## src/hdl/bankers_safety_check_top_defines.svh

```systemverilog
// Assertion macros used by the banker's safety check controller
`ifndef BANKERS_SAFETY_CHECK_TOP_DEFINES_SVH
`define BANKERS_SAFETY_CHECK_TOP_DEFINES_SVH
// Implication checked on every clock edge outside reset
`define BSC_ASSERT_IMP(label, clk, rst_n, ante, cons, msg) \
    label: assert property (@(posedge clk) disable iff (!rst_n) (ante) |-> (cons)) \
        else $error(msg);
// Next-cycle implication
`define BSC_ASSERT_NEXT(label, clk, rst_n, ante, cons, msg) \
    label: assert property (@(posedge clk) disable iff (!rst_n) (ante) |=> (cons)) \
        else $error(msg);
`endif

```

## src/hdl/bsc_pkg.sv

```systemverilog
// Package for the banker's safety check: types, constants, codes
package bsc_pkg;
    localparam int MaxProcsDef  = 16;
    localparam int MaxResDef    = 8;
    localparam int ValueBitsDef = 16;

    localparam int ProcIdxW = 4;
    localparam int ResIdxW  = 3;
    localparam int FieldW   = 16;
    localparam int NumProcW = 5;
    localparam int NumResW  = 4;
    localparam int CfgIdxW  = 1;
    localparam int CfgDataW = 5;

    localparam logic [CfgIdxW-1:0] CfgNumProcs = 1'd0;
    localparam logic [CfgIdxW-1:0] CfgNumRes   = 1'd1;

    typedef enum logic [1:0] {
        REQ_CELL  = 2'd0,
        REQ_AVAIL = 2'd1,
        REQ_RUN   = 2'd2,
        REQ_NONE  = 2'd3
    } req_t;

    typedef enum logic [3:0] {
        ST_IDLE,
        ST_INIT,
        ST_RD,
        ST_CHK,
        ST_ADD,
        ST_NEXTP,
        ST_OUT_RD,
        ST_OUT,
        ST_UNSAFE,
        ST_EMPTY
    } state_t;

    // controller -> datapath
    typedef struct packed {
        logic load_cell;
        logic load_avail;
        logic init_clear;   // clear work/done/count, begin copy
        logic init_copy;    // copy avail[res] into work[res]
        logic res_clr;      // res counter to 0
        logic res_inc;
        logic proc_clr;
        logic proc_inc;
        logic rd_cell;      // clear fail flag when res counter is 0
        logic cmp_step;     // check one resource
        logic add_step;     // add one allocation
        logic grant;        // record proc as granted
        logic pass_clr;     // clear found flag
        logic out_clr;
        logic out_inc;
        logic out_rd;
    } bsc_cmd_t;

    // datapath -> controller
    typedef struct packed {
        logic res_last;     // res counter at last active resource
        logic res_none;     // no active resources
        logic proc_last;
        logic proc_done;    // current proc already granted
        logic fail;         // a resource check failed
        logic found;
        logic all_granted;
        logic out_last;
        logic no_procs;
    } bsc_sts_t;
endpackage

```

## src/hdl/bsc_ctrl.sv

```systemverilog
// Controller state machine sequencing loads, the scan and the readout
module bsc_ctrl import bsc_pkg::*; (
    input  logic     clk,
    input  logic     rst_n,
    input  logic     in_valid,
    input  req_t     in_req,
    output logic     in_ready,
    output logic     out_valid,
    input  logic     out_ready,
    output logic     out_has,
    output logic     out_safe,
    output logic     out_last,
    output bsc_cmd_t cmd,
    input  bsc_sts_t sts
);
    `include "bankers_safety_check_top_defines.svh"

    state_t state_reg, state_next;
    logic   in_fire;

    assign in_fire = in_valid && in_ready;

    always_ff @(posedge clk or negedge rst_n)
    begin
        if (!rst_n)
        begin
            state_reg <= ST_IDLE;
        end
        else
        begin
            state_reg <= state_next;
        end
    end

    // init: read avail[r] then copy it, one resource after another (read registered)
    logic init_rd_reg, init_rd_next;
    always_ff @(posedge clk or negedge rst_n)
    begin
        if (!rst_n)
        begin
            init_rd_reg <= 1'b0;
        end
        else
        begin
            init_rd_reg <= init_rd_next;
        end
    end

    always_comb
    begin
        state_next = state_reg;
        init_rd_next = 1'b0;
        unique case (state_reg)
            ST_IDLE:
            begin
                if (in_fire && in_req == REQ_RUN)
                begin
                    state_next = sts.no_procs ? ST_EMPTY : ST_INIT;
                end
            end
            ST_INIT:
            begin
                // read phase (init_rd_reg low), then copy phase (init_rd_reg high)
                if (sts.res_none)
                begin
                    state_next = ST_RD;
                end
                else if (!init_rd_reg)
                begin
                    init_rd_next = 1'b1;
                end
                else if (sts.res_last)
                begin
                    state_next = ST_RD;
                end
            end
            ST_RD:
            begin
                if (sts.proc_done || sts.res_none) state_next = ST_NEXTP;
                else state_next = ST_CHK;
            end
            ST_CHK:
            begin
                state_next = sts.res_last ? ST_NEXTP : ST_CHK;
            end
            ST_NEXTP:
            begin
                if (sts.res_none && !sts.proc_done) state_next = ST_ADD;
                else if (!sts.proc_done && !sts.fail) state_next = ST_ADD;
                else if (!sts.proc_last) state_next = ST_RD;
                else if (!sts.found) state_next = ST_UNSAFE;
                else state_next = ST_RD;
            end
            ST_ADD:
            begin
                if (sts.res_none || sts.res_last)
                begin
                    if (sts.all_granted) state_next = ST_OUT_RD;
                    else state_next = ST_RD;
                end
            end
            ST_OUT_RD: state_next = ST_OUT;
            ST_OUT:
            begin
                if (out_ready)
                begin
                    state_next = sts.out_last ? ST_IDLE : ST_OUT_RD;
                end
            end
            ST_UNSAFE: if (out_ready) state_next = ST_IDLE;
            ST_EMPTY:  if (out_ready) state_next = ST_IDLE;
            default:   state_next = ST_IDLE;
        endcase
    end

    // ST_ADD ends once every active resource has been added; the run is
    // complete when an add ends with the grant count at the active process count
    logic add_done;
    assign add_done = sts.res_none || sts.res_last;

    always_comb
    begin
        cmd       = '0;
        in_ready  = 1'b0;
        out_valid = 1'b0;
        out_has   = 1'b0;
        out_safe  = 1'b0;
        out_last  = 1'b0;
        unique case (state_reg)
            ST_IDLE:
            begin
                in_ready = 1'b1;
                cmd.load_cell  = in_fire && in_req == REQ_CELL;
                cmd.load_avail = in_fire && in_req == REQ_AVAIL;
                if (in_fire && in_req == REQ_RUN)
                begin
                    cmd.init_clear = 1'b1;
                    cmd.res_clr    = 1'b1;
                    cmd.proc_clr   = 1'b1;
                    cmd.pass_clr   = 1'b1;
                end
            end
            ST_INIT:
            begin
                if (init_rd_reg)
                begin
                    cmd.init_copy = !sts.res_none;
                    cmd.res_inc   = !sts.res_last;
                    cmd.res_clr   = sts.res_last;
                end
                if (sts.res_none) cmd.res_clr = 1'b1;
                if (state_next == ST_RD) cmd.rd_cell = 1'b1;
            end
            ST_RD:
            begin
                cmd.rd_cell = 1'b1;
            end
            ST_CHK:
            begin
                cmd.cmp_step = 1'b1;
                if (!sts.res_last)
                begin
                    cmd.res_inc = 1'b1;
                end
                else
                begin
                    cmd.res_clr = 1'b1;
                end
            end
            ST_NEXTP:
            begin
                if (state_next == ST_ADD)
                begin
                    cmd.grant = 1'b1;
                end
                else if (sts.proc_last)
                begin
                    cmd.proc_clr = 1'b1;
                    cmd.pass_clr = 1'b1;
                end
                else
                begin
                    cmd.proc_inc = 1'b1;
                end
            end
            ST_ADD:
            begin
                cmd.add_step = !sts.res_none;
                if (add_done)
                begin
                    cmd.res_clr = 1'b1;
                    if (sts.all_granted)
                    begin
                        cmd.proc_clr = 1'b1;
                        cmd.out_clr  = 1'b1;
                        cmd.out_rd   = 1'b1;
                    end
                    else if (sts.proc_last)
                    begin
                        cmd.proc_clr = 1'b1;
                        cmd.pass_clr = 1'b1;
                    end
                    else
                    begin
                        cmd.proc_inc = 1'b1;
                    end
                end
                else
                begin
                    cmd.res_inc = 1'b1;
                end
            end
            ST_OUT_RD:
            begin
                cmd.out_rd = 1'b1;
            end
            ST_OUT:
            begin
                out_valid = 1'b1;
                out_has   = 1'b1;
                out_safe  = 1'b1;
                out_last  = sts.out_last;
                cmd.out_inc = out_ready;
            end
            ST_UNSAFE:
            begin
                out_valid = 1'b1;
                out_last  = 1'b1;
            end
            ST_EMPTY:
            begin
                out_valid = 1'b1;
                out_safe  = 1'b1;
                out_last  = 1'b1;
            end
            default: ;
        endcase
    end

    `BSC_ASSERT_IMP(a_no_in_when_busy, clk, rst_n, state_reg != ST_IDLE, !in_ready, "input taken while busy")
    `BSC_ASSERT_IMP(a_out_only_busy, clk, rst_n, out_valid, state_reg != ST_IDLE, "result shown while idle")
    `BSC_ASSERT_NEXT(a_out_holds, clk, rst_n, out_valid && !out_ready, out_valid && $stable(out_last) && $stable(out_safe), "stalled result changed")
endmodule

```

## config.mk

```make
export PLATFORM = sky130hd
export DESIGN_NAME = bsc_ctrl
export DESIGN_NICKNAME = d
export VERILOG_FILES = /design/src/hdl/bsc_pkg.sv /design/src/hdl/bsc_ctrl.sv
export VERILOG_INCLUDE_DIRS = /design/src /design/src/hdl
export SDC_FILE = /design/constraint.sdc
export NUM_CORES = 1
export LEC_CHECK = 0
export ABC_AREA = 1
export ABC_CLOCK_PERIOD_IN_PS = 1500
export BUFFER_PORTS_ARGS = -buffer_cell sky130_fd_sc_hd__buf_2
export CORE_UTILIZATION = 39
export DETAILED_ROUTE_END_ITERATION = 12
export PLACE_DENSITY = 0.77
export SYNTH_ARGS = -nofsm -noshare
export SYNTH_HDL_FRONTEND = slang
export SYNTH_SLANG_ARGS = --single-unit
```

## constraint.sdc

```tcl
create_clock -name clk -period 1.5 [get_ports clk]
set_input_delay 0.3 -clock clk [delete_from_list [all_inputs] [get_ports clk]]
set_output_delay 0.3 -clock clk [all_outputs]
set_load 0.05 [all_outputs]
```

==> flow_metrics.env, run 1 <==
export IMPL_synth_edf_count=0
export IMPL_stop_stage="clock tree synthesis"
export IMPL_yosysMostFrequentCell="nand2_1"
export IMPL_rows=14
export IMPL_place_congestion=0.9347
export IMPL_synth_area_sq_um=654.4
export IMPL_ys_seq_area_share_pct=19.12
export IMPL_synth_ff_type="dfrtp_1"
export IMPL_cts_max_level=1
export IMPL_tool_error="[ERROR DPL-0038] Utilization greater than 100%, impossible to legalize"
export IMPL_pin_count=36
export IMPL_synth_top_area_share_pct=22.37
export IMPL_cts_root_buf="clkbuf_4"
export IMPL_yosysTopAreaCell="nand2_1"
export IMPL_synthTopCellsByCount="39 x nand2_1, 21 x nor2_1, 19 x inv_1"
export IMPL_async_reset_ff_share_pct=100.0
export IMPL_postCtsSetupRepairBufs=8
export IMPL_cts_made_buffers=3
export IMPL_ys_ff_latch=5
export IMPL_ys_warn_count=0
export IMPL_die_y_um=42.96
export IMPL_synth_nets=137
export IMPL_status="aborted with a tool error"
export IMPL_hold_buffers=1
export IMPL_die_w_um=42.96
export IMPL_cts_sinks=5
export IMPL_syn_mean_instance_area_sq_um=5.364
export IMPL_place_ws_ns=-0.3578
export IMPL_cts_resized=76
export IMPL_cts_max_path_buffers=2
export IMPL_start_util_pct=42.45
export IMPL_dp_hpwl_mm=2.124
export IMPL_synth_distinct_cells=18
export IMPL_numPortBuffers=35
export IMPL_synth_area_top_cells="nand2_1 22%, dfrtp_1 19%, nor2_1 12%"
export IMPL_syn_inst=122
==> through the flow <==
stage / setup TNS (ns) / hold slack [ns] / std cells / area, sq um / utilization [%]
after floorplan: -2.427 / 0.004409 / 122 / 726.9 / -
after detailed placement: -3.055 / 0.1207 / 211 / 1220 / 79.14
after global placement: -2.366 / 0.1173 / 211 / 1220 / 79.14
==> cell families after synthesis <==
| group | count (synthesis) | synth area share (%) |
|---|---|---|
| simple gates | 87 | 59.46 |
| buf+inv | 23 | 13.19 |
| compound gates | 7 | 8.222 |
| flops | 5 | 19.12 |
==> run 2: changes to the inputs <==
Settings changed: ABC_CLOCK_PERIOD_IN_PS 1500 to 1950, CORE_AREA set to 2 2 63 65, CORE_UTILIZATION 39 to unset, DIE_AREA set to 0 0 65 67, PLACE_DENSITY 0.77 to unset, PLACE_DENSITY_LB_ADDON set to 0.15.
Clock period 1.5 ns to 1.95 ns, I/O delays scaled along.
==> run 2 against run 1 <==
Net effect:
- the flow now finishes, with violations (setup timing)
- synthesized cell count unchanged
- synthesized area is the same
==> flow_metrics.env, run 2 <==
export IMPL_cp_cell_sequence="inv_2 > nor2_4 > nand2_2 > inv_2 > nand2_4 > buf_6 > o311ai_4 > buf_6"
export IMPL_worst_pin_slew_ns=0.2546
export IMPL_pin_count=36
export IMPL_ant_nets=0
export IMPL_fmax_mhz=486.3
export IMPL_status="finished, violations left"
export IMPL_rows=22
export IMPL_start_util_pct=18.15
export IMPL_setup_tns_ns=-0.3584
export IMPL_nFillCells=386
export IMPL_cp_num_cells=8
export IMPL_grt_max_degree=9
export IMPL_grt_pass1_wl_mm=4.209
export IMPL_finalSetupViolCount=5
export IMPL_vias=996
export IMPL_drt_iter0_markers=32
export IMPL_max_cap_viol_count=0
export IMPL_largest_reg_flops=4
export IMPL_synth_nets=137
export IMPL_ys_warn_count=0
export IMPL_place_area_sq_um=1025
export IMPL_layout_drive_gt1_share_pct=58.85
export IMPL_dieArea_sq_um=4355
export IMPL_die_y_um=67
export IMPL_finalWirelength_mm=2.597
export IMPL_endpoint="cmd[3]"
export IMPL_vias_per_cell=4.150
export IMPL_start_kind="register"
export IMPL_critPathMaxStageDelay_ns=0.43
export IMPL_cp_required_ns=1.56
export IMPL_r2r_start="state_reg[1]"
export IMPL_vdd_drop_max_mv=0.5265
export IMPL_cp_top_family="buffers and inverters"
export IMPL_crit_path_max_fanout=4
export IMPL_die_w_um=65
export IMPL_violations="setup timing"
export IMPL_coreArea_sq_um=3606
export IMPL_antenna_cells=0
export IMPL_min_period_ns=2.056
export IMPL_synth_edf_count=0
export IMPL_area_growth_pct=115.7
export IMPL_fin_ws_ns=-0.1064
export IMPL_synth_top_area_share_pct=22.37
export IMPL_yosysMostFrequentCell="nand2_1"
export IMPL_place_inst=220
export IMPL_drc_errors=0
export IMPL_path_class="register to output port"
export IMPL_hold_viol=0
export IMPL_drv_slew=0
export IMPL_place_congestion=0.8019
export IMPL_synthTopCellsByCount="39 x nand2_1, 21 x nor2_1, 19 x inv_1"
export IMPL_hold_ws_ns=0.4374
export IMPL_ys_seq_area_share_pct=19.12
export IMPL_hold_path_class="input pin to register"
export IMPL_min_period_over_period_pct=105.5
export IMPL_fin_nets=208
export IMPL_grt_usage_pct=12.34
export IMPL_leakage_nw=0.8036
export IMPL_p_per_area_nw_per_um2=1462
export IMPL_cts_max_level=1
export IMPL_end_kind="output port"
export IMPL_numPortBuffers=35
export IMPL_synth_area_sq_um=654.4
export IMPL_cts_made_buffers=3
export IMPL_dp_hpwl_mm=2.080
export IMPL_final_common_cell="nand2_1"
export IMPL_slowest_stage="dfrtp_2"
export IMPL_cts_max_path_buffers=2
export IMPL_cts_tree="built"
export IMPL_crit_path_start="state_reg[2]"
export IMPL_clk_pin_slew_worst_paths_ns=0.04
export IMPL_synth_area_top_cells="nand2_1 22%, dfrtp_1 19%, nor2_1 12%"
export IMPL_grt_pass1_vias=980
export IMPL_synth_ff_type="dfrtp_1"
export IMPL_wl_per_cell_um=10.82
export IMPL_yosysTopAreaCell="nand2_1"
export IMPL_critPathBufInv=4
export IMPL_stdcell_area_sq_um=1411
export IMPL_ys_ff_latch=5
export IMPL_register_area_sq_um=130.1
export IMPL_clkLatencyLatePin_ns=0.22
export IMPL_syn_inst=122
export IMPL_cts_sinks=5
export IMPL_reg2reg_setup_slack_ns=-0.06
export IMPL_multi_input_area_sq_um=574.3
export IMPL_first_pass_iters=4
export IMPL_cts_root_buf="clkbuf_8"
export IMPL_worst_r2r_cell_count=14
export IMPL_relSlewSlack_pct=82.95
export IMPL_gr_total_overflow=0
export IMPL_mostFrequentLayoutCells="31 x nand2_1, 28 x buf_4, 22 x buf_2"
export IMPL_finalNonFillerCells=240
export IMPL_rsz0062_at_grt="true"
export IMPL_synth_distinct_cells=18
export IMPL_arrival_ns=1.67
export IMPL_syn_mean_instance_area_sq_um=5.364
export IMPL_async_reset_ff_share_pct=100.0
export IMPL_fin_skew_ns=0.003136
export IMPL_regToRegEndpoint="state_reg[2]"
export IMPL_grt_antenna_before_repair=0
-- run 2: worst min-delay path by stage --
stage,startpoint,end,slack [ns],depth (start not counted)
after detailed placement,rst_n,init_rd_reg,0.21,1
after global placement,rst_n,init_rd_reg,0.21,1
after floorplan,rst_n,init_rd_reg,0.09,0
after global routing,sts[7],init_rd_reg,0.45,3
final,sts[7],init_rd_reg,0.44,3
after CTS,sts[7],init_rd_reg,0.44,3
-- run 2: cell type report --
type / instances / area share, %
Clock inverter: 1 / 0.3546
Tap cell: 48 / 4.255
Inverter: 23 / 6.294
Multi-Input combinational cell: 94 / 40.69
Sequential cell: 5 / 9.220
Clock buffer: 3 / 2.926
Timing Repair Buffer: 66 / 36.26
-- run 2: layer usage --
metal  wire length [um]  share of wire (%)  GRT usage [%]
met3                 68                2.6          1.014
met4                 14               0.54          3.191
met1               1132                 44          15.70
met5                  0                  0              0
met2               1382                 53          22.29
-- run 2: cell families after synthesis --
family | after synthesis | share of synthesized area [%]
AOI/OAI and AO/OA | 7 | 8.222
and+or+nand+nor | 87 | 59.46
buffers and inverters | 23 | 13.19
DFF | 5 | 19.12
-- run 2: repair_timing --
item | in CTS | in global routing
endpoints found under the hold margin | 5 | 0
pin swaps | 10 | 7
hold buffers | 1 | 0
gates resized for setup | 30 | 39
endpoints found under the setup margin | 13 | 13
setup buffers | 12 | 3
gates cloned | 0 | 0
-- run 2: metrics by stage --
stage               power (mW)  setup WS, ns  util, %
finish                   2.064       -0.1064    39.14
global placement         1.322      -0.01378    28.42
floorplan               0.9675       -0.1599        -
CTS                      1.871      -0.09630    35.18
detailed placement       1.313      -0.04896    28.42
global route             2.192       -0.2107    39.14
-- run 2: where the power goes --
group          total [mW]  switching (mW)  leakage [nW]  internal (mW)
sequential          0.238          0.0897        0.0598          0.148
combinational        1.63           0.937         0.718          0.696
clock               0.193          0.0555        0.0255          0.138
-- run 2: worst min-delay path, cell delays in order --
cell	delay, ns
buf_2	0.09
buf_4	0.10
nor3_1	0.04
Power figures use the tool's default switching activity.
==> run 3: changes to the inputs <==
Settings changed: CTS_BUF_LIST set to sky130_fd_sc_hd__clkbuf_2, TNS_END_PERCENT set to 20.
==> run 3 against run 2 <==
Net effect:
- the run still ends with setup timing left
- register-to-register slack better by 0.62 ns
- highest routed layer unchanged
- global-route usage fell by 1.2 points
- flip-flop and latch count is the same
- maximum frequency shrank 0.60%
- clock power shrank 49%
- design area down 13%
==> flow_metrics.env, run 3 (synthesis gave the netlist of run 2 again) <==
export IMPL_fmax_mhz=483.4
export IMPL_path_class="register to output port"
export IMPL_coreArea_sq_um=3606
export IMPL_setup_tns_ns=-0.2154
export IMPL_cp_required_ns=1.56
export IMPL_worst_r2r_cell_count=8
export IMPL_cp_top_family="buffers and inverters"
export IMPL_start_util_pct=18.15
export IMPL_p_switching_mw=0.9919
export IMPL_pin_count=36
export IMPL_mostFrequentLayoutCells="32 x nand2_1, 23 x buf_2, 21 x buf_4"
export IMPL_numPortBuffers=35
export IMPL_start_kind="register"
export IMPL_rows=22
export IMPL_drc_errors=0
export IMPL_hold_path_class="input pin to register"
export IMPL_antenna_cells=0
export IMPL_stdcell_area_sq_um=1232
export IMPL_die_w_um=65
export IMPL_hp_start="sts[7]"
export IMPL_grt_pass1_vias=906
export IMPL_cts_max_path_buffers=2
export IMPL_drt_iter0_markers=36
export IMPL_met1_length_mm=1.043
export IMPL_whs_endpoint="init_rd_reg"
export IMPL_p_int_mw=0.6931
export IMPL_end_kind="output port"
export IMPL_die_y_um=67
export IMPL_critPathBufInv=4
export IMPL_p_per_area_nw_per_um2=1367
export IMPL_cts_root_buf="clkbuf_2"
export IMPL_grt_pass1_wl_mm=3.850
export IMPL_finalWirelength_mm=2.401
export IMPL_violations="setup timing"
export IMPL_finalSetupViolCount=4
export IMPL_grt_usage_pct=11.13
export IMPL_fin_ws_ns=-0.1188
export IMPL_top_layer_used="met4"
export IMPL_min_period_over_period_pct=106.1
export IMPL_status="finished, violations left"
export IMPL_arrival_ns=1.68
export IMPL_slowest_stage="dfrtp_2"
export IMPL_place_area_sq_um=989.7
export IMPL_grt_antenna_before_repair=0
export IMPL_dieArea_sq_um=4355
export IMPL_crit_path_start="state_reg[1]"
export IMPL_layout_drive_gt1_share_pct=53.04
export IMPL_cts_sinks=5
export IMPL_vdd_drop_max_mv=0.4302
export IMPL_wl_per_cell_um=10.48
export IMPL_area_growth_pct=88.34
export IMPL_fin_nets=197
export IMPL_dr_wl_met2_mm=1.242
export IMPL_hold_viol=0
export IMPL_max_cap_viol_count=0
export IMPL_vias_per_cell=4.175
export IMPL_clkLatencyLatePin_ns=0.22
export IMPL_drv_slew=0
export IMPL_reg2reg_setup_slack_ns=0.56
export IMPL_clk_pin_slew_worst_paths_ns=0.06
export IMPL_final_common_cell="nand2_1"
export IMPL_dp_hpwl_mm=1.988
export IMPL_largest_reg_flops=4
export IMPL_cts_made_buffers=3
export IMPL_sw_frac_of_total_pct=58.87
export IMPL_whs_path_depth=3
export IMPL_worst_pin_slew_ns=0.2442
export IMPL_r2r_start="state_reg[0]"
export IMPL_cp_cell_sequence="inv_2 > buf_4 > buf_4 > nand3_2 > a21oi_2 > nor2_2 > nand3_1 > nand2_1 > nand2_1 > buf_6"
export IMPL_place_congestion=0.8176
export IMPL_cts_max_level=1
export IMPL_wl_met3_um=97
export IMPL_grt_max_degree=9
export IMPL_gr_total_overflow=0
export IMPL_relSlewSlack_pct=83.65
export IMPL_postLayoutCoreUtil_pct=34.18
export IMPL_crit_path_max_fanout=6
export IMPL_place_ws_ns=-0.07060
export IMPL_regToRegEndpoint="state_reg[3]"
export IMPL_p_seq_share_pct=13.9
export IMPL_min_period_ns=2.069
export IMPL_pwr_share_comb_pct=80.3
export IMPL_ant_nets=0
export IMPL_cts_tree="built"
export IMPL_critPathMaxStageDelay_ns=0.46
export IMPL_rsz0062_at_grt="true"
export IMPL_first_pass_iters=4
export IMPL_leakage_nw=0.7303
export IMPL_vias=956
export IMPL_fin_skew_ns=0.006550
export IMPL_p_clk_share_pct=5.8
run 3: changes by cell type in the layout (fill, tap and decap cells not counted), sizes merged:
cell and change:
buf -13, clkbuf +3, clkinv -1
run 3: cell type report:
cell class | instances | area (sq um)
timing repair buffer | 55 | 387.9
tap | 48 | 60.06
multi-input combinational | 94 | 548.0
fill | 403 | 2374
sequential | 5 | 130.1
clock buffer | 4 | 20.02
inverter | 23 | 86.33
run 3: worst min-delay path, stage by stage:
cell and delay (ns):
buf_2 0.08, buf_4 0.10, nor3_1 0.04
run 3: power by group through the flow:
stage	Sequential, mW	Combinational [mW]	Clock, mW
final	0.235	1.35	0.0982
after global placement	0.204	1.10	0
after floorplan	0.189	0.762	0
after global routing	0.240	1.46	0.104
after CTS	0.218	1.23	0.0971
after detailed placement	0.204	1.09	0
run 3: metrics by stage:
| stage | std cells | total power [mW] | hold WS [ns] |
|---|---|---|---|
| floorplan | 122 | 0.9507 | 0.09441 |
| global placement | 218 | 1.299 | 0.2083 |
| detailed placement | 218 | 1.290 | 0.2064 |
| CTS | 225 | 1.547 | 0.4309 |
| global route | 229 | 1.803 | 0.4339 |
| finish | 229 | 1.685 | 0.4339 |
run 3: metal layers:
| layer | track usage [%] | vias to the layer above |
|---|---|---|
| met5 | 0 | - |
| met4 | 3.191 | 0 |
| met3 | 1.182 | 2 |
| met2 | 20.75 | 21 |
| met1 | 13.39 | 437 |
| li1 | - | 496 |
run 3: worst max path at each step:
stage | cells after the start | end | slack [ns]
after global routing | 11 | cmd[8] | -0.22
after floorplan | 5 | cmd[15] | -0.34
final | 10 | cmd[8] | -0.12
after global placement | 11 | cmd[8] | -0.04
after CTS | 10 | cmd[8] | -0.09
after detailed placement | 12 | cmd[8] | -0.07
run 3: repair_timing:
| action | CTS | global route |
|---|---|---|
| resized for setup | 28 | 26 |
| hold buffers | 1 | 0 |
| cloned | 0 | 0 |
| pin swaps | 6 | 5 |
| endpoints found under the setup margin | 11 | 13 |
| buffers inserted | 2 | 4 |
| endpoints found under the hold margin | 5 | 0 |
==> run 4: changes to the inputs <==
Settings changed: REMOVE_ABC_BUFFERS set to 1.
==> run 4 against run 3 <==
Net effect:
- the flow still finishes with violations (setup timing)
- highest routed layer is now met3
- non-clock buffer count decreased by 2
- hold slack lost 0.067 ns
- register-to-register slack barely moved
- clock power fell by 4.3%
==> flow_metrics.env, run 4 (synthesis gave the netlist of run 2 again) <==
export IMPL_path_class="register to output port"
export IMPL_start_kind="register"
export IMPL_violations="setup timing"
export IMPL_critPathBufInv=2
export IMPL_end_kind="output port"
export IMPL_place_congestion=0.8369
export IMPL_die_w_um=65
export IMPL_cts_max_path_buffers=2
export IMPL_rsz0062_at_grt="true"
export IMPL_coreArea_sq_um=3606
export IMPL_fin_nets=195
export IMPL_cp_top_family="simple AND/OR/NAND/NOR gates"
export IMPL_pin_count=36
export IMPL_clk_pin_slew_worst_paths_ns=0.05
export IMPL_fin_skew_ns=0.002183
export IMPL_arrival_ns=1.64
export IMPL_gr_total_overflow=0
export IMPL_p_per_area_nw_per_um2=1374
export IMPL_vdd_drop_max_mv=0.4136
export IMPL_die_y_um=67
export IMPL_cts_root_buf="clkbuf_2"
export IMPL_finalSetupViolCount=4
export IMPL_grt_usage_pct=11.84
export IMPL_first_pass_iters=4
export IMPL_cts_made_buffers=3
export IMPL_ant_nets=0
export IMPL_hold_ws_ns=0.3672
export IMPL_relSlewSlack_pct=82.39
export IMPL_crit_path_max_fanout=6
export IMPL_rows=22
export IMPL_slowest_stage="dfrtp_2"
export IMPL_drt_iter0_markers=35
export IMPL_min_period_over_period_pct=103.9
export IMPL_drv_slew=0
export IMPL_max_cap_viol_count=0
export IMPL_start_util_pct=18.15
export IMPL_fin_ws_ns=-0.07553
export IMPL_grt_pass1_wl_mm=4.084
export IMPL_area_growth_pct=84.51
export IMPL_min_period_ns=2.026
export IMPL_final_common_cell="nand2_1"
export IMPL_grt_pass1_vias=944
export IMPL_postLayoutCoreUtil_pct=33.48
export IMPL_dieArea_sq_um=4355
export IMPL_wl_per_cell_um=10.32
export IMPL_mostFrequentLayoutCells="30 x nand2_1, 22 x buf_4, 21 x buf_2"
export IMPL_grt_max_degree=9
export IMPL_cp_required_ns=1.56
export IMPL_status="finished, violations left"
export IMPL_vias=935
export IMPL_finalWirelength_mm=2.342
export IMPL_clkLatencyLatePin_ns=0.21
export IMPL_leakage_nw=0.7072
export IMPL_cts_sinks=5
export IMPL_worst_pin_slew_ns=0.2638
export IMPL_hold_path_class="input pin to register"
export IMPL_cts_max_level=1
export IMPL_fmax_mhz=493.7
export IMPL_layout_drive_gt1_share_pct=52.51
export IMPL_hold_viol=0
export IMPL_grt_antenna_before_repair=0
export IMPL_vias_per_cell=4.119
export IMPL_cp_cell_sequence="nor2_4 > inv_2 > nor2_4 > nand2_4 > nand3_2 > nor2_2 > nand3_1 > nand2_1 > nand2_1 > buf_6"
export IMPL_numPortBuffers=35
export IMPL_antenna_cells=0
export IMPL_cts_tree="built"
export IMPL_critPathMaxStageDelay_ns=0.44
export IMPL_dp_hpwl_mm=1.966
export IMPL_drc_errors=0
export IMPL_largest_reg_flops=4
[run 4: changes by cell type in the layout (fill, tap and decap cells not counted), moves of 2 or more]
cell and delta:
nand2_2 +2, nand2_1 -2, buf_2 -2, buf_6 -2
[run 4: area by class of cell]
class | count | area, sq um
tap | 48 | 60.06
multi-input combinational | 94 | 530.5
fill | 414 | 2399
sequential | 5 | 130.1
timing repair buffer | 53 | 377.9
inverter | 23 | 88.84
clock buffer | 4 | 20.02
[run 4: final timing paths]
path | from | to | slack (ns) | cells after the start
setup reg to reg | state_reg[3] | state_reg[3] | 0.57 | 8
min in group asynchronous | rst_n | state_reg[1] | 0.52 | 2
max in group asynchronous | rst_n | state_reg[3] | 1.28 | 2
hold reg to reg | init_rd_reg | init_rd_reg | 0.50 | 1
hold / removal | sts[7] | init_rd_reg | 0.37 | 2
setup / recovery | state_reg[3] | cmd[8] | -0.08 | 10
[run 4: what timing repair did]
action / CTS / global route
hold buffers: 1 / 0
gates resized for setup: 31 / 25
setup buffers: 1 / 4
pin swaps: 3 / 12
endpoints found under the setup margin: 11 / 14
endpoints found under the hold margin: 5 / 0
[run 4: worst reg2reg max path, stage by stage, from the launching register on]
cell and delay, ns:
dfrtp_2 0.44, nor2_4 0.21, nand2_2 0.11, nor2_4 0.10, nand2_2 0.07, buf_6 0.13
inv_2 0.05, nand2_1 0.05, o211ai_1 0.11
[run 4: power breakdown]
part / total [mW] / internal, mW / switching [mW]
logic: 1.33 / 0.482 / 0.852
clock network: 0.0940 / 0.0543 / 0.0397
registers: 0.231 / 0.148 / 0.0825
total: 1.66 / 0.685 / 0.975
[run 4: layer usage]
layer  global-route usage (%)  share of wire [%]  wire, um
met3                    2.365                3.2        74
met2                    19.85                 51      1186
met5                        0                  0         0
met1                    15.99                 46      1080
met4                    1.596                  0         0
[run 4: through the flow]
| stage | std cells | power, mW | setup TNS, ns | setup WS [ns] | instance area [sq um] |
|---|---|---|---|---|---|
| after global routing | 227 | 1.798 | -1.118 | -0.2391 | 1207 |
| after global placement | 217 | 1.280 | -0.04022 | -0.04022 | 979.7 |
| after detailed placement | 217 | 1.273 | -0.06347 | -0.06347 | 979.7 |
| after CTS | 223 | 1.535 | -0.3450 | -0.1070 | 1105 |
| final | 227 | 1.659 | -0.1758 | -0.07553 | 1207 |
| after floorplan | 122 | 0.9456 | -1.727 | -0.5125 | 654.4 |
